$ cat config.mk
export PLATFORM = sky130hd
export DESIGN_NAME = circle_rasterizer
export DESIGN_NICKNAME = d
export VERILOG_FILES = /design/src/rtl/crast_pkg.sv /design/src/rtl/crast_front.sv /design/src/rtl/crast_queue.sv /design/src/rtl/crast_back.sv /design/src/rtl/circle_rasterizer.sv
export VERILOG_INCLUDE_DIRS = /design/src /design/src/rtl
export SDC_FILE = /design/constraint.sdc
export NUM_CORES = 1
export LEC_CHECK = 0
export BUFFER_PORTS_ARGS = -buffer_cell sky130_fd_sc_hd__buf_4
export CORE_MARGIN = 10
export CORE_UTILIZATION = 37
export DETAILED_ROUTE_END_ITERATION = 16
export PLACE_DENSITY_LB_ADDON = 0.2
export SLEW_MARGIN = 20
export SYNTH_ARGS = -nofsm -noshare
export SYNTH_HDL_FRONTEND = slang
export SYNTH_HIERARCHICAL = 1
export SYNTH_SLANG_ARGS = --single-unit
$ cat constraint.sdc
create_clock -name clk -period 8.4 [get_ports clk]
set_input_delay 2.1 -clock clk [delete_from_list [all_inputs] [get_ports clk]]
set_output_delay 2.1 -clock clk [all_outputs]
set_load 0.05 [all_outputs]
$ cat src/rtl/circle_rasterizer_assert.svh
// Assertion macros shared by the circle rasterizer RTL.
// Depends on nothing; included by the modules that carry assertions.
`ifndef CIRCLE_RASTERIZER_ASSERT_SVH
`define CIRCLE_RASTERIZER_ASSERT_SVH

// Same-cycle implication, disabled while reset is high.
`define CRAST_ASSERT_IMPLY(label, clk, rst, ante, cons) \
  label: assert property (@(posedge clk) disable iff (rst) (ante) |-> (cons)) \
    else $error("circle rasterizer assertion failed");

// Next-cycle implication, disabled while reset is high.
`define CRAST_ASSERT_NEXT(label, clk, rst, ante, cons) \
  label: assert property (@(posedge clk) disable iff (rst) (ante) |=> (cons)) \
    else $error("circle rasterizer assertion failed");

`endif

$ cat src/rtl/crast_pkg.sv
// Shared types and constants of the circle rasterizer.
// Depends on nothing; used by every rasterizer module.
package crast_pkg;

  localparam int WALK_W     = 11;
  localparam int DEC_W      = 14;
  localparam int STEP_W     = 10;
  localparam int RADIUS_W   = 10;
  localparam int PT_W       = 12;
  localparam int RECT_W     = 19;
  localparam int ORG_W      = 11;
  localparam int ZOOM_W     = 7;
  localparam int CFG_IDX_W  = 2;
  localparam int CFG_DATA_W = 11;
  localparam int PIDX_W     = 3;

  localparam logic MODE_START = 1'b0;
  localparam logic MODE_STEP  = 1'b1;

  localparam logic [CFG_IDX_W-1:0] CFG_ORIGIN_X = 2'd0;
  localparam logic [CFG_IDX_W-1:0] CFG_ORIGIN_Y = 2'd1;
  localparam logic [CFG_IDX_W-1:0] CFG_ZOOM     = 2'd2;

  localparam logic [ORG_W-1:0]  ORIGIN_X_RESET = 11'd300;
  localparam logic [ORG_W-1:0]  ORIGIN_Y_RESET = 11'd300;
  localparam logic [ZOOM_W-1:0] ZOOM_RESET     = 7'd25;

  localparam logic [DEC_W-1:0] DEC_INIT = 14'd3;
  localparam logic [DEC_W-1:0] DEC_KEEP = 14'd6;
  localparam logic [DEC_W-1:0] DEC_MOVE = 14'd10;

  localparam logic [STEP_W-1:0] STEP_FIRST = 10'd1;
  localparam logic [PIDX_W-1:0] LAST_POINT = 3'd7;

  typedef struct packed {
    logic [ORG_W-1:0]  origin_x;
    logic [ORG_W-1:0]  origin_y;
    logic [ZOOM_W-1:0] zoom;
  } cfg_t;

  typedef struct packed {
    logic full;
    logic empty;
  } q_status_t;

endpackage

$ cat src/rtl/crast_front.sv
// Front end: accepts items, keeps the octant walk and issues one step record per step.
// Depends on crast_pkg.
module crast_front #(
  parameter int COORD_WIDTH = 11,
  parameter int REC_W       = 2 * COORD_WIDTH + 2 * crast_pkg::WALK_W
                              + crast_pkg::DEC_W + crast_pkg::STEP_W + 1
) (
  input  logic                                clk,
  input  logic                                rst,
  input  logic                                push,
  input  logic                                full,
  input  logic                                mode,
  input  logic signed [COORD_WIDTH-1:0]       center_x,
  input  logic signed [COORD_WIDTH-1:0]       center_y,
  input  logic [crast_pkg::RADIUS_W-1:0]      radius,
  output logic                                rec_push,
  output logic [REC_W-1:0]                    rec_data
);

  localparam int WW = crast_pkg::WALK_W;
  localparam int DW = crast_pkg::DEC_W;

  logic signed [WW-1:0]          walk_x, walk_y;
  logic [DW-1:0]                 decision_value;
  logic signed [COORD_WIDTH-1:0] centre_x_held, centre_y_held;
  logic [crast_pkg::STEP_W-1:0]  step_counter;
  logic                          active;

  logic                 accept, walking, dec_neg, done_next;
  logic signed [WW-1:0] walk_x_next, walk_y_next;
  logic [DW-1:0]        decision_next, x_ext, xy_diff, x_times4, xy_times4;

  assign accept  = push && !full;
  assign walking = active && !(walk_y < walk_x);
  assign dec_neg = decision_value[DW-1];

  always_comb begin
    x_ext       = DW'(walk_x);
    xy_diff     = DW'(walk_x) - DW'(walk_y);
    x_times4    = {x_ext[DW-3:0], 2'b00};
    xy_times4   = {xy_diff[DW-3:0], 2'b00};
    walk_x_next = walk_x + WW'(1);
    if (dec_neg) begin
      decision_next = decision_value + x_times4 + crast_pkg::DEC_KEEP;
      walk_y_next   = walk_y;
    end else begin
      decision_next = decision_value + xy_times4 + crast_pkg::DEC_MOVE;
      walk_y_next   = walk_y - WW'(1);
    end
    done_next = walk_y_next < walk_x_next;
  end

  assign rec_push = accept && (mode == crast_pkg::MODE_STEP) && walking;
  assign rec_data = {centre_x_held, centre_y_held, walk_x, walk_y,
                     decision_value, step_counter, done_next};

  always_ff @(posedge clk) begin
    if (rst) begin
      walk_x         <= '0;
      walk_y         <= '0;
      decision_value <= '0;
      centre_x_held  <= '0;
      centre_y_held  <= '0;
      step_counter   <= '0;
      active         <= 1'b0;
    end else if (accept) begin
      if (mode == crast_pkg::MODE_START) begin
        // Load a new circle, dropping any in progress.
        centre_x_held  <= center_x;
        centre_y_held  <= center_y;
        walk_x         <= '0;
        walk_y         <= WW'({1'b0, radius});
        decision_value <= crast_pkg::DEC_INIT - DW'({radius, 1'b0});
        step_counter   <= crast_pkg::STEP_FIRST;
        active         <= 1'b1;
      end else if (walking) begin
        walk_x         <= walk_x_next;
        walk_y         <= walk_y_next;
        decision_value <= decision_next;
        step_counter   <= step_counter + crast_pkg::STEP_W'(1);
        if (done_next) begin
          active <= 1'b0;
        end
      end else begin
        active <= 1'b0;
      end
    end
  end

endmodule

$ cat src/rtl/crast_queue.sv
// Short register queue of step records between the front and back ends.
// Depends on crast_pkg and circle_rasterizer_assert.svh.
`include "circle_rasterizer_assert.svh"

module crast_queue #(
  parameter int WIDTH = 8,
  parameter int DEPTH = 2
) (
  input  logic                   clk,
  input  logic                   rst,
  input  logic                   push,
  input  logic [WIDTH-1:0]       push_data,
  input  logic                   pop,
  output logic [WIDTH-1:0]       head,
  output crast_pkg::q_status_t   status
);

  localparam int PTR_W = (DEPTH > 1) ? $clog2(DEPTH) : 1;
  localparam int CNT_W = $clog2(DEPTH + 1);

  logic [WIDTH-1:0] mem [DEPTH];
  logic [PTR_W-1:0] wr_ptr, rd_ptr;
  logic [CNT_W-1:0] count;

  function automatic logic [PTR_W-1:0] ptr_inc(input logic [PTR_W-1:0] p);
    ptr_inc = (p == PTR_W'(DEPTH - 1)) ? '0 : p + PTR_W'(1);
  endfunction

  assign head         = mem[rd_ptr];
  assign status.full  = (count == CNT_W'(DEPTH));
  assign status.empty = (count == '0);

  always_ff @(posedge clk) begin
    if (push) begin
      mem[wr_ptr] <= push_data;
    end
  end

  always_ff @(posedge clk) begin
    if (rst) begin
      wr_ptr <= '0;
      rd_ptr <= '0;
      count  <= '0;
    end else begin
      if (push) begin
        wr_ptr <= ptr_inc(wr_ptr);
      end
      if (pop) begin
        rd_ptr <= ptr_inc(rd_ptr);
      end
      if (push && !pop) begin
        count <= count + CNT_W'(1);
      end else if (pop && !push) begin
        count <= count - CNT_W'(1);
      end
    end
  end

  `CRAST_ASSERT_IMPLY(a_push_has_room, clk, rst, push, count != CNT_W'(DEPTH))
  `CRAST_ASSERT_IMPLY(a_pop_has_item, clk, rst, pop, count != '0)
  `CRAST_ASSERT_NEXT(a_count_moves, clk, rst, push != pop, count != $past(count))

endmodule

$ cat src/rtl/crast_back.sv
// Back end: expands each step record into eight points and maps them to screen.
// Depends on crast_pkg and circle_rasterizer_assert.svh.
`include "circle_rasterizer_assert.svh"

module crast_back #(
  parameter int COORD_WIDTH = 11,
  parameter int REC_W       = 2 * COORD_WIDTH + 2 * crast_pkg::WALK_W
                              + crast_pkg::DEC_W + crast_pkg::STEP_W + 1
) (
  input  logic                                 clk,
  input  logic                                 rst,
  input  crast_pkg::cfg_t                      cfg,
  input  crast_pkg::q_status_t                 qstat,
  input  logic [REC_W-1:0]                     head,
  output logic                                 rec_pop,
  input  logic                                 pop,
  output logic                                 empty,
  output logic signed [crast_pkg::PT_W-1:0]    point_x,
  output logic signed [crast_pkg::PT_W-1:0]    point_y,
  output logic signed [crast_pkg::RECT_W-1:0]  rect_left,
  output logic signed [crast_pkg::RECT_W-1:0]  rect_top,
  output logic signed [crast_pkg::RECT_W-1:0]  rect_right,
  output logic signed [crast_pkg::RECT_W-1:0]  rect_bottom,
  output logic [crast_pkg::STEP_W-1:0]         step_number,
  output logic signed [crast_pkg::DEC_W-1:0]   decision,
  output logic                                 last_of_step,
  output logic                                 circle_done
);

  localparam int WW = crast_pkg::WALK_W;
  localparam int RW = crast_pkg::RECT_W;
  localparam int PW = ((COORD_WIDTH > WW) ? COORD_WIDTH : WW) + 2;

  // Head record fields.
  logic signed [COORD_WIDTH-1:0] h_cx, h_cy;
  logic signed [WW-1:0]          h_x, h_y;
  logic [crast_pkg::DEC_W-1:0]   h_dec;
  logic [crast_pkg::STEP_W-1:0]  h_step;
  logic                          h_done;

  assign {h_cx, h_cy, h_x, h_y, h_dec, h_step, h_done} = head;

  logic                          advance, issue;
  logic [crast_pkg::PIDX_W-1:0]  pidx;
  logic signed [PW-1:0]          off_a, off_b, px_next, py_next;

  // Stage 1: logical point.
  logic                          s1_valid, s1_last, s1_done;
  logic signed [PW-1:0]          s1_px, s1_py;
  logic [crast_pkg::STEP_W-1:0]  s1_step;
  logic [crast_pkg::DEC_W-1:0]   s1_dec;
  // Stage 2: scaled offsets.
  logic                          s2_valid, s2_last, s2_done;
  logic [crast_pkg::PT_W-1:0]    s2_px, s2_py;
  logic [RW-1:0]                 s2_mx, s2_my;
  logic [crast_pkg::STEP_W-1:0]  s2_step;
  logic [crast_pkg::DEC_W-1:0]   s2_dec;
  // Output register.
  logic                          out_valid;

  logic [RW-1:0] px_wide, py_wide, zoom_wide, half_zoom, sx, sy;

  // The whole pipe holds while a result waits untaken.
  assign advance = !out_valid || pop;
  assign issue   = advance && !qstat.empty;
  assign rec_pop = issue && (pidx == crast_pkg::LAST_POINT);
  assign empty   = !out_valid;

  // Point order: bit 2 swaps the axes, bit 0 negates the first, bit 1 the second.
  always_comb begin
    off_a   = pidx[2] ? PW'(h_y) : PW'(h_x);
    off_b   = pidx[2] ? PW'(h_x) : PW'(h_y);
    px_next = PW'(h_cx) + (pidx[0] ? -off_a : off_a);
    py_next = PW'(h_cy) + (pidx[1] ? -off_b : off_b);
  end

  assign px_wide   = RW'(s1_px);
  assign py_wide   = RW'(s1_py);
  assign zoom_wide = RW'(cfg.zoom);
  assign half_zoom = RW'(cfg.zoom[crast_pkg::ZOOM_W-1:1]);
  assign sx        = RW'(cfg.origin_x) + s2_mx;
  assign sy        = RW'(cfg.origin_y) - s2_my;

  always_ff @(posedge clk) begin
    if (rst) begin
      pidx      <= '0;
      s1_valid  <= 1'b0;
      s2_valid  <= 1'b0;
      out_valid <= 1'b0;
    end else if (advance) begin
      if (issue) begin
        pidx <= pidx + crast_pkg::PIDX_W'(1);
      end
      s1_valid  <= issue;
      s2_valid  <= s1_valid;
      out_valid <= s2_valid;
    end
  end

  always_ff @(posedge clk) begin
    if (advance) begin
      s1_px   <= px_next;
      s1_py   <= py_next;
      s1_step <= h_step;
      s1_dec  <= h_dec;
      s1_last <= (pidx == crast_pkg::LAST_POINT);
      s1_done <= h_done && (pidx == crast_pkg::LAST_POINT);

      s2_px   <= s1_px[crast_pkg::PT_W-1:0];
      s2_py   <= s1_py[crast_pkg::PT_W-1:0];
      s2_mx   <= px_wide * zoom_wide;
      s2_my   <= py_wide * zoom_wide;
      s2_step <= s1_step;
      s2_dec  <= s1_dec;
      s2_last <= s1_last;
      s2_done <= s1_done;

      point_x      <= s2_px;
      point_y      <= s2_py;
      rect_left    <= sx - half_zoom;
      rect_top     <= sy - half_zoom;
      rect_right   <= sx + half_zoom - RW'(1);
      rect_bottom  <= sy + half_zoom + RW'(1);
      step_number  <= s2_step;
      decision     <= s2_dec;
      last_of_step <= s2_last;
      circle_done  <= s2_done;
    end
  end

  `CRAST_ASSERT_IMPLY(a_done_on_last, clk, rst, out_valid && circle_done, last_of_step)

endmodule

$ cat src/rtl/circle_rasterizer.sv
// Top level of the midpoint circle rasterizer: configuration registers and wiring.
// Depends on crast_pkg, crast_front, crast_queue and crast_back.
//
//  channel  | handshake          | payload
//  ---------+--------------------+-------------------------------------------------
//  input    | push / full        | mode, center_x, center_y, radius
//  result   | empty / pop        | point_x, point_y, rect_*, step_number, decision,
//           |                    | last_of_step, circle_done
//  config   | cfg_valid/cfg_ready| cfg_index, cfg_data (cfg_ready is always high)
//
// A start item yields no result. A step item on an active circle yields eight
// results, one per cycle on the result side while records wait and results are
// taken; the back pipeline sets this rate. There is no clearing pass on reset.
// While a result waits and pop stays low the back pipeline holds; the front
// keeps taking items until QUEUE_DEPTH step records wait, then full rises.
module circle_rasterizer #(
  parameter int COORD_WIDTH = 11,
  parameter int QUEUE_DEPTH = 2
) (
  input  logic                                  clk,
  input  logic                                  rst,
  // input channel
  input  logic                                  push,
  output logic                                  full,
  input  logic                                  mode,
  input  logic signed [COORD_WIDTH-1:0]         center_x,
  input  logic signed [COORD_WIDTH-1:0]         center_y,
  input  logic [crast_pkg::RADIUS_W-1:0]        radius,
  // result channel
  output logic                                  empty,
  input  logic                                  pop,
  output logic signed [crast_pkg::PT_W-1:0]     point_x,
  output logic signed [crast_pkg::PT_W-1:0]     point_y,
  output logic signed [crast_pkg::RECT_W-1:0]   rect_left,
  output logic signed [crast_pkg::RECT_W-1:0]   rect_top,
  output logic signed [crast_pkg::RECT_W-1:0]   rect_right,
  output logic signed [crast_pkg::RECT_W-1:0]   rect_bottom,
  output logic [crast_pkg::STEP_W-1:0]          step_number,
  output logic signed [crast_pkg::DEC_W-1:0]    decision,
  output logic                                  last_of_step,
  output logic                                  circle_done,
  // configuration channel
  input  logic                                  cfg_valid,
  output logic                                  cfg_ready,
  input  logic [crast_pkg::CFG_IDX_W-1:0]       cfg_index,
  input  logic [crast_pkg::CFG_DATA_W-1:0]      cfg_data
);

  // Step record: centre, walk position, decision, step index, done flag.
  localparam int REC_W = 2 * COORD_WIDTH + 2 * crast_pkg::WALK_W
                         + crast_pkg::DEC_W + crast_pkg::STEP_W + 1;

  crast_pkg::cfg_t      cfg;
  crast_pkg::q_status_t qstat;
  logic                 rec_push, rec_pop;
  logic [REC_W-1:0]     rec_data, rec_head;

  // Configuration registers accept a write every cycle; unknown indexes drop.
  assign cfg_ready = 1'b1;

  always_ff @(posedge clk) begin
    if (rst) begin
      cfg.origin_x <= crast_pkg::ORIGIN_X_RESET;
      cfg.origin_y <= crast_pkg::ORIGIN_Y_RESET;
      cfg.zoom     <= crast_pkg::ZOOM_RESET;
    end else if (cfg_valid && cfg_ready) begin
      case (cfg_index)
        crast_pkg::CFG_ORIGIN_X: cfg.origin_x <= cfg_data[crast_pkg::ORG_W-1:0];
        crast_pkg::CFG_ORIGIN_Y: cfg.origin_y <= cfg_data[crast_pkg::ORG_W-1:0];
        crast_pkg::CFG_ZOOM:     cfg.zoom     <= cfg_data[crast_pkg::ZOOM_W-1:0];
        default: ;
      endcase
    end
  end

  // The input side is full only when the step record queue is.
  assign full = qstat.full;

  crast_front #(
    .COORD_WIDTH (COORD_WIDTH),
    .REC_W       (REC_W)
  ) u_front (
    .clk      (clk),
    .rst      (rst),
    .push     (push),
    .full     (full),
    .mode     (mode),
    .center_x (center_x),
    .center_y (center_y),
    .radius   (radius),
    .rec_push (rec_push),
    .rec_data (rec_data)
  );

  crast_queue #(
    .WIDTH (REC_W),
    .DEPTH (QUEUE_DEPTH)
  ) u_queue (
    .clk       (clk),
    .rst       (rst),
    .push      (rec_push),
    .push_data (rec_data),
    .pop       (rec_pop),
    .head      (rec_head),
    .status    (qstat)
  );

  crast_back #(
    .COORD_WIDTH (COORD_WIDTH),
    .REC_W       (REC_W)
  ) u_back (
    .clk          (clk),
    .rst          (rst),
    .cfg          (cfg),
    .qstat        (qstat),
    .head         (rec_head),
    .rec_pop      (rec_pop),
    .pop          (pop),
    .empty        (empty),
    .point_x      (point_x),
    .point_y      (point_y),
    .rect_left    (rect_left),
    .rect_top     (rect_top),
    .rect_right   (rect_right),
    .rect_bottom  (rect_bottom),
    .step_number  (step_number),
    .decision     (decision),
    .last_of_step (last_of_step),
    .circle_done  (circle_done)
  );

endmodule
==> results of run 1 <==
[stage by stage]
step	utilization [%]	instances	area, um2	setup slack, ps
2_1_floorplan	-	2911	32300	452
3_3_place_gp	40.2	4186	34900	2850
3_5_place_dp	40.3	4187	34900	2830
4_1_cts	42.6	4299	37000	2830
5_1_grt	42.6	4299	37000	2540
6_report	42.6	4299	37000	2850
[flip-flops by register name, indices dropped and copies added (netlist names), 12 cells and up, named ones only]
register / flops
u_back/s1_py: 13
cfg: 29
u_back/s2_mx: 19
u_back/s1_px: 13
u_back/point_y: 12
u_back/s2_px: 12
u_front/decision_value: 14
u_back/s1_dec: 14
u_back/rect_bottom: 19
u_back/rect_top: 19
u_back/s2_my: 19
u_back/rect_left: 19
u_back/decision: 14
u_queue/mem: 138
u_back/s2_py: 12
u_back/rect_right: 19
u_back/s2_dec: 14
u_back/point_x: 12
[metal layers]
layer	routed length, um	GRT usage [%]	share of wire (%)	up-vias
met5	0	0	0	-
met4	1910	4.39	2.5	0
met3	3140	2.10	4.2	105
met2	36700	26.0	49	454
met1	33200	18.5	44	10430
li1	-	-	-	10487
[worst paths after layout]
| path | to | start |
|---|---|---|
| hold reg to reg | u_back/point_x[6] | u_back/s2_px[6] |
| setup reg to reg | u_back/s2_mx[17] | cfg[3] |
| hold / removal | u_back/point_x[6] | u_back/s2_px[6] |
| setup / recovery | u_back/s2_mx[17] | cfg[3] |
[worst register-to-register path, cell delays in order, from the launching register on]
cell	delay [ps]
sky130_fd_sc_hd__dfxtp_1	1040
sky130_fd_sc_hd__nand2_1	180
sky130_fd_sc_hd__fa_1	540
sky130_fd_sc_hd__fa_1	500
sky130_fd_sc_hd__inv_1	50
sky130_fd_sc_hd__fa_1	530
sky130_fd_sc_hd__inv_1	50
sky130_fd_sc_hd__fa_1	520
sky130_fd_sc_hd__inv_1	40
sky130_fd_sc_hd__ha_1	320
sky130_fd_sc_hd__o21a_1	140
sky130_fd_sc_hd__o211ai_1	230
sky130_fd_sc_hd__a21oi_1	140
sky130_fd_sc_hd__o31ai_1	480
sky130_fd_sc_hd__or4b_1	490
sky130_fd_sc_hd__o211ai_1	100
[placed cells by master (no fill, tap or decap), types with 7 or more instances in the layout]
cell / netlist / routed
sky130_fd_sc_hd__nor4_1: 11 / 11
sky130_fd_sc_hd__and3_1: 16 / 16
sky130_fd_sc_hd__a31oi_1: 10 / 10
sky130_fd_sc_hd__a21o_1: 27 / 27
sky130_fd_sc_hd__o21bai_1: 20 / 20
sky130_fd_sc_hd__mux2i_1: 61 / 61
sky130_fd_sc_hd__fa_1: 143 / 143
sky130_fd_sc_hd__xnor2_1: 150 / 150
sky130_fd_sc_hd__nand4_1: 11 / 11
sky130_fd_sc_hd__or3_1: 19 / 19
sky130_fd_sc_hd__o21ai_0: 96 / 96
sky130_fd_sc_hd__ha_1: 250 / 250
sky130_fd_sc_hd__mux2_2: 61 / 61
sky130_fd_sc_hd__xor2_1: 71 / 71
sky130_fd_sc_hd__inv_1: 318 / 317
sky130_fd_sc_hd__clkbuf_16: 0 / 59
sky130_fd_sc_hd__dfxtp_1: 109 / 104
sky130_fd_sc_hd__clkinv_1: 1 / 8
sky130_fd_sc_hd__nor2_1: 167 / 167
sky130_fd_sc_hd__o31ai_1: 10 / 10
sky130_fd_sc_hd__mux2_4: 10 / 10
sky130_fd_sc_hd__a211oi_1: 20 / 20
sky130_fd_sc_hd__o211ai_1: 13 / 13
sky130_fd_sc_hd__nand2b_1: 45 / 45
sky130_fd_sc_hd__clkinv_2: 0 / 10
sky130_fd_sc_hd__nand3_1: 38 / 38
sky130_fd_sc_hd__nor3_1: 50 / 50
sky130_fd_sc_hd__nand3b_1: 11 / 11
sky130_fd_sc_hd__buf_4: 4 / 192
sky130_fd_sc_hd__and2_1: 151 / 149
sky130_fd_sc_hd__a21oi_1: 158 / 158
sky130_fd_sc_hd__nand2_1: 191 / 190
sky130_fd_sc_hd__o21a_1: 27 / 27
sky130_fd_sc_hd__nor2b_1: 38 / 37
sky130_fd_sc_hd__bufinv_16: 0 / 7
sky130_fd_sc_hd__or2_2: 7 / 7
sky130_fd_sc_hd__edfxtp_1: 404 / 404
[cells by family after synthesis]
| family | count (synthesis) | share of synthesized area (%) |
|---|---|---|
| adders and majority gates | 393 | 18.5 |
| DFF | 513 | 44.3 |
| other | 1 | 0.0116 |
| muxes | 133 | 4.52 |
| xor gates and xnor gates | 223 | 6.08 |
| buffers and inverters | 392 | 4.75 |
| and+or+nand+nor | 786 | 12.5 |
| AOI/OAI and AO/OA | 470 | 9.41 |
[cell type report]
cell class	instances	share of cell area [%]
Tap cell	1155	3.91
Timing Repair Buffer	193	3.95
Sequential cell	513	38.7
Clock buffer	65	4.11
Clock inverter	47	1.41
Inverter	320	3.27
Multi-Input combinational cell	2006	44.6
==> results.md, run 1 <==
* Via count of the first global-routing pass at 21,842
* Top-level I/O count at 180
* Mapped cell area at 32,300 um2
* Layout fillers at 8,175
* Maximum clock frequency at 0.180 GHz
* Cell with the most instances on the worst path: sky130_fd_sc_hd__fa_1
* Max-Slew Margin vs Limit at 27.0%
* Max-slew violation total from the final report at 0
* Initial antenna violation count at 0
* Crit Path Max Fanout at 29
* R2R Setup Slk at 2850 ps
* First-pass GRT wire length at 119 mm
* Final-layout setup total negative slack at 0 ps
* Final critical path time including I/O delays and setup at 5550 ps
* Number of antenna diodes at 0
* Buffer levels on the longest clock path at 3
* Root buf cell: sky130_fd_sc_hd__clkbuf_16
* Floorplan Core Area at 86,800 um2
* Unrepaired setup endpoints after global routing: false
* Area of combinational cells with multiple inputs at 16,500 um2
* Final Net Count at 3,537
* Max H-tree Level at 2
* Sequential cell area at 14,300 um2
* Clock sink count at 513
* Gp weighted congestion at 0.864
* Buffers & Inverters on Critical Path at 3
* IO buf count at 178
* Worst R2R Path Depth at 15
* Chip Width at 316 um
* Setup crit end kind: flip-flop
* Number of CTS-inserted buffers at 59
* Arrival @ worst endpoint at 6000 ps
* Worst clock skew at 35.6 ps
* Total half-perimeter wirelength after legalization and detailed placement at 56.4 mm
* Worst stage delay on the critical path at 1040 ps
* Worst-case hold slack at 413 ps
* Kind of cell adding the most delay to the critical path: adder cells
* Post-route antenna net violation count at 0
* Count of warnings emitted by yosys at 6
* Maximum number of pins on one net before global-route repair at 106
* Remaining DRCs at 0
* Synthesized flop and latch total at 513
* Die H at 316 um
* Part of the Yosys area used for sequential elements at 44.3%
* Least-Margin Pin Slew at 1090 ps
* Crit path depth at 15
* Hold Crit Depth at 0
* Async SR Flop Fraction at 0%
* Most common cell in the synthesized netlist: sky130_fd_sc_hd__edfxtp_1
* Critical Path Source Type: flip-flop
* Clock edge transition at the registers on the reported setup and hold paths at 70 ps
* Synth area leaders: sky130_fd_sc_hd__edfxtp_1, sky130_fd_sc_hd__ha_1, sky130_fd_sc_hd__fa_1
* Number of detailed-routing iterations run before antenna repair at 7
* Yosys top cell area share at 37.5%
* Per-cell routed wire length at 17.4 um
* Path type of the worst setup path: reg -> reg
* Number of buffers inserted to repair setup after CTS at 0
* Gates resized, CTS repair at 0
* Net count of the mapped netlist at 3,355
* Critical-path top delay cell: sky130_fd_sc_hd__dfxtp_1
* Drt first-iter violations at 1,213
* Cell variety after synth at 97
* Cell taking the most area after synthesis: sky130_fd_sc_hd__edfxtp_1
* Predominant post-synthesis flop cell: sky130_fd_sc_hd__edfxtp_1
* CTS tree: yes
* Final wirelength at 74.9 mm
* Die Area at 99,700 um2
* Vias per std cell at 5.00
* Layout cells sized above 1 at 13.3%
* Placement row count at 108
* Number of endpoints with negative hold slack in the final report at 0
* Finish-stage setup viols at 0
* Cell-by-cell trace of the critical path: nand2_1 > fa_1 > fa_1 > inv_1 > fa_1 > inv_1 > fa_1 > inv_1 > ha_1 > o21a_1 > o211ai_1 > a21oi_1 > o31ai_1 > or4b_1 > o211ai_1
* Result of the run: finished clean
* Global-route congestion overflow total at 0
* Hold WC Path Type: reg -> reg
* Number of max-cap violations at 0
* Total number of vias at 21,476
* Most numerous cell types in the synthesized netlist: sky130_fd_sc_hd__edfxtp_1, sky130_fd_sc_hd__inv_1, sky130_fd_sc_hd__ha_1, sky130_fd_sc_hd__nand2_1, sky130_fd_sc_hd__nor2_1
* Hold_buf cts at 0
* Clock latency on the worst-skew pair at 650 ps
* Share of the cycle needed by the critical path after routing at 66.0%
* Total Routing Usage GR at 14.7%
* Crit path required time at 8860 ps
* Average cell area after synthesis at 11.1 um2
* Syn-to-layout area delta at 14.3%
* Effective utilization at floorplan at 37.3%
* Post-synthesis instance total at 2,911
* Post-synth EDFFs at 404
Power of run 1 is left out: the tool's default activity adds up to more than one toggle a clock period on the data nets, which glitch-free logic cannot reach.
==> run 2: changes to the inputs <==
Clock period 8.4 ns to 5 ns, I/O delays scaled along.
==> results.md, run 2 (synthesis gave the netlist of run 1 again) <==
* Syn-to-layout area delta at 15.8%
* Core utilization of the finished layout at 43.2%
* Setup crit end kind: flip-flop
* Gp weighted congestion at 0.878
* Register ranked first by flip-flop count: u_queue/mem
* Path type of the worst setup path: reg -> reg
* Largest registers: u_queue/mem: 138 flops, cfg: 29 flops
* Max H-tree Level at 2
* Drt first-iter violations at 1,065
* Buffers & Inverters on Critical Path at 2
* Crit Path Max Fanout at 5
* Flip-flop count of the largest register, all copies and words added at 138
* Die H at 316 um
* Clock latency on the worst-skew pair at 620 ps
* Final wirelength at 74.4 mm
* Arrival @ worst endpoint at 5170 ps
* Most common cell after layout, fill and taps aside: sky130_fd_sc_hd__edfxtp_1
* Critical Path Source Type: flip-flop
* CTS tree: yes
* Share of the cycle needed by the critical path after routing at 96.0%
* Total half-perimeter wirelength after legalization and detailed placement at 56.6 mm
* Chip Width at 316 um
* Via count of the first global-routing pass at 22,078
* Finish-stage setup viols at 0
* Number of CTS-inserted buffers at 58
* Final critical path time including I/O delays and setup at 4800 ps
* Placement row count at 108
* Cell-by-cell trace of the critical path: and2_1 > fa_1 > fa_1 > inv_1 > fa_1 > fa_1 > inv_1 > ha_1 > o21a_1 > a211oi_1 > o311ai_0 > a21oi_1 > o21bai_1 > a211oi_2 > o2bb2ai_1 > xnor2_1
* Initial antenna violation count at 1
* Result of the run: finished clean
* Worst stage delay on the critical path at 550 ps
* Layout cells sized above 1 at 14.8%
* Per-cell routed wire length at 17.1 um
* Layout fillers at 8,228
* Remaining DRCs at 0
* Top-level I/O count at 180
* Max-Slew Margin vs Limit at 31.4%
* Sequential cell area at 14,300 um2
* Effective utilization at floorplan at 37.3%
* Number of max-cap violations at 0
* Critical-path top delay cell: sky130_fd_sc_hd__fa_1
* Post-route antenna net violation count at 0
* Die Area at 99,700 um2
* Hold_buf cts at 0
* Cell with the most instances on the worst path: sky130_fd_sc_hd__fa_1
* Least-Margin Pin Slew at 1030 ps
* Buffer levels on the longest clock path at 3
* IO buf count at 178
* Final Net Count at 3,595
* Floorplan Core Area at 86,800 um2
* Clock edge transition at the registers on the reported setup and hold paths at 60 ps
* Area of combinational cells with multiple inputs at 16,500 um2
* Number of endpoints with negative hold slack in the final report at 0
* Maximum number of pins on one net before global-route repair at 136
* Root buf cell: sky130_fd_sc_hd__clkbuf_16
* Maximum clock frequency at 0.208 GHz
* Hold WC Path Type: reg -> reg
* Clock sink count at 513
* Worst clock skew at 22.9 ps
* Vias per std cell at 4.90
* Global-route congestion overflow total at 0
* Crit path required time at 5370 ps
* Number of detailed-routing iterations run before antenna repair at 5
* First-pass GRT wire length at 119 mm
* Kind of cell adding the most delay to the critical path: adder cells
* Total Routing Usage GR at 14.7%
* Commonest cells after routing, fill and taps aside: sky130_fd_sc_hd__edfxtp_1, sky130_fd_sc_hd__inv_1, sky130_fd_sc_hd__ha_1
* Total number of vias at 21,338
* Max-slew violation total from the final report at 0
-- run 2: changes by cell type in the layout (fill, tap and decap cells not counted), sizes merged, moves of 3 or more --
cell / previous run / this run
clkbuf: 65 / 77
buf: 193 / 252
clkinvlp: 7 / 3
clkinv: 26 / 20
inv: 327 / 324
-- run 2: worst paths after layout --
check / cells after the start / slack [ps] / endpoint / startpoint
worst max-delay path: 16 / 200 / u_back/s2_mx[18] / u_back/s1_px[3]
worst min-delay path: 0 / 420 / u_back/s2_dec[7] / u_back/s1_dec[7]
worst min register to register: 0 / 420 / u_back/s2_dec[7] / u_back/s1_dec[7]
worst max register to register: 16 / 200 / u_back/s2_mx[18] / u_back/s1_px[3]
-- run 2: metal layers --
| layer | vias up | track usage (%) | share of wire [%] |
|---|---|---|---|
| li1 | 10606 | - | - |
| met1 | 10261 | 18.8 | 45 |
| met2 | 366 | 25.3 | 48 |
| met3 | 105 | 2.23 | 3.8 |
| met4 | 0 | 4.72 | 2.9 |
| met5 | - | 0 | 0 |
-- run 2: cell type report --
type | instances | area share (%)
clock inverter | 33 | 0.962
timing repair buffer | 252 | 5.22
multi-input combinational | 2006 | 44.1
antenna | 1 | 0.00668
inverter | 320 | 3.22
tap | 1155 | 3.86
clock buffer | 77 | 4.37
sequential | 513 | 38.2
-- run 2: repair_timing --
item | CTS | global route
gates resized for setup | 3 | 7
setup endpoints to repair | 4 | 6
buffers inserted | 0 | 9
pin swaps | 0 | 1
-- run 2: through the flow --
| step | instances | cell area, um2 | TNS, ps | hold WS, ps | setup WS (ps) |
|---|---|---|---|---|---|
| floorplan | 2911 | 32400 | -212770 | 400 | -800 |
| global placement | 4237 | 35400 | -15.8 | 401 | -15.8 |
| detailed placement | 4237 | 35400 | -107 | 405 | -63.2 |
| CTS | 4347 | 37400 | 0 | 417 | 75.9 |
| global route | 4357 | 37500 | -42.9 | 424 | -42.2 |
| finish | 4357 | 37500 | 0 | 417 | 200 |
Power of run 2 is left out for the same reason.
==> run 3: changes to the inputs <==
Settings changed: BUFFER_PORTS_ARGS -buffer_cell sky130_fd_sc_hd__buf_4 to -buffer_cell sky130_fd_sc_hd__clkbuf_2, CELL_PAD_IN_SITES_DETAIL_PLACEMENT set to 1, CELL_PAD_IN_SITES_GLOBAL_PLACEMENT set to 1, CORE_MARGIN 10 to unset.
==> results.md, run 3 (synthesis gave the netlist of run 1 again) <==
* Worst clock skew at 28.8 ps
* Gp weighted congestion at 0.875
* Number of antenna diodes at 0
* Final Net Count at 3,601
* Number of max-cap violations at 0
* Clock edge transition at the registers on the reported setup and hold paths at 60 ps
* Routing layer with the top usage in global route: met2
* Die H at 298 um
* Result of the run: finished clean
* First-pass GRT wire length at 128 mm
* Commonest cells after routing, fill and taps aside: sky130_fd_sc_hd__edfxtp_1, sky130_fd_sc_hd__inv_1, sky130_fd_sc_hd__ha_1
* Flip-flop count of the largest register, all copies and words added at 138
* Layout cells sized above 1 at 14.9%
* Max-slew violation total from the final report at 0
* Max H-tree Level at 2
* IO buf count at 178
* Number of endpoints with negative hold slack in the final report at 0
* Hold_buf cts at 0
* Total half-perimeter wirelength after legalization and detailed placement at 60.8 mm
* Maximum clock frequency at 0.208 GHz
* Total Routing Usage GR at 17.9%
* Syn-to-layout area delta at 14.7%
* Critical Path Source Type: flip-flop
* Least-Margin Pin Slew at 808 ps
* Met3 Use GR at 2.26%
* Buffer levels on the longest clock path at 3
* Crit Path Max Fanout at 5
* Per-cell routed wire length at 18.2 um
* Chip Width at 298 um
* Register ranked first by flip-flop count: u_queue/mem
* Finish-stage setup viols at 0
* Setup crit end kind: flip-flop
* Vias per std cell at 5.01
* Share of the cycle needed by the critical path after routing at 96.2%
* Maximum number of pins on one net before global-route repair at 83
* Arrival @ worst endpoint at 5180 ps
* Number of CTS-inserted buffers at 59
* Most common cell after layout, fill and taps aside: sky130_fd_sc_hd__edfxtp_1
* Via count of the first global-routing pass at 23,511
* Total number of vias at 21,851
* Remaining DRCs at 0
* Met1 track demand over resource at 22.8%
* Unrepaired setup endpoints after global routing: false
* Top-level I/O count at 180
* Die Area at 88,600 um2
* Initial antenna violation count at 1
* Path type of the worst setup path: reg -> reg
* Worst-case hold slack at 417 ps
* Crit path required time at 5370 ps
* Max-Slew Margin vs Limit at 45.7%
* Placement row count at 108
* Final wirelength at 79.4 mm
* Post-route antenna net violation count at 0
* Drt first-iter violations at 878
* Hold WC Path Type: reg -> reg
* Effective utilization at floorplan at 37.3%
* Largest registers: u_queue/mem: 138 flops, cfg: 29 flops
* CTS tree: yes
* Floorplan Core Area at 86,600 um2
* Clock sink count at 513
* Met2 GRT Util at 31.6%
* Clock latency on the worst-skew pair at 650 ps
* Final critical path time including I/O delays and setup at 4810 ps
* Number of detailed-routing iterations run before antenna repair at 5
* Root buf cell: sky130_fd_sc_hd__clkbuf_16
* Global-route congestion overflow total at 0
## run 3: changes by cell type in the layout (fill, tap and decap cells not counted), moves of 4 or more
cell / previous run / this run
sky130_fd_sc_hd__buf_4: 247 / 72
sky130_fd_sc_hd__clkbuf_8: 5 / 1
sky130_fd_sc_hd__clkinv_1: 5 / 10
sky130_fd_sc_hd__clkbuf_2: 0 / 177
## run 3: layer usage
layer  routed length [um]  part of all wire, %
met5                    0                    0
met4                 1990                  2.5
met3                 2140                  2.7
met2                39500                   50
met1                35700                   45
## run 3: path summary, 6_finish.rpt
kind | to | cells after the start | slack (ps) | from
min reg2reg | u_back/point_y[7] | 0 | 420 | u_back/s2_py[7]
min | u_back/point_y[7] | 0 | 420 | u_back/s2_py[7]
max | u_back/s2_my[18] | 16 | 190 | u_back/s1_py[6]
max reg2reg | u_back/s2_my[18] | 16 | 190 | u_back/s1_py[6]
## run 3: area by class of cell
cell class / count / area (um2)
fill: 9422 / 49500
inverter: 320 / 1200
tap: 1155 / 1450
multi-input combinational: 2006 / 16600
clock buffer: 76 / 1640
sequential: 513 / 14300
clock inverter: 36 / 323
timing repair buffer: 257 / 1590
## run 3: worst max-delay path: stages, from the launching register on
cell	delay (ps)
sky130_fd_sc_hd__edfxtp_1	450
sky130_fd_sc_hd__and2_1	210
sky130_fd_sc_hd__fa_1	560
sky130_fd_sc_hd__fa_1	450
sky130_fd_sc_hd__fa_1	540
sky130_fd_sc_hd__inv_1	50
sky130_fd_sc_hd__fa_1	530
sky130_fd_sc_hd__inv_1	40
sky130_fd_sc_hd__ha_1	380
sky130_fd_sc_hd__and3_1	210
sky130_fd_sc_hd__a21oi_1	140
sky130_fd_sc_hd__o311ai_1	140
sky130_fd_sc_hd__a31o_2	270
sky130_fd_sc_hd__a21o_1	180
sky130_fd_sc_hd__a21oi_2	160
sky130_fd_sc_hd__a21oi_1	100
sky130_fd_sc_hd__xnor2_1	130
## run 3: what timing repair did
item,in CTS,in global routing
pin swaps,0,1
setup buffers,0,11
gates resized for setup,1,13
setup endpoints to repair,6,8
## run 3: through the flow
stage,cell area (um2),setup slack [ps],util (%),setup TNS (ps),std cells
2_1_floorplan,32400,-800,-,-212770,2911
3_3_place_gp,35000,-24.1,40.4,-24.6,4240
3_5_place_dp,35000,-191,40.4,-590,4240
4_1_cts,36900,1.53,42.7,0,4352
5_1_grt,37100,15.0,42.8,0,4363
6_report,37100,189,42.8,0,4363
Power of run 3 is left out for the same reason.
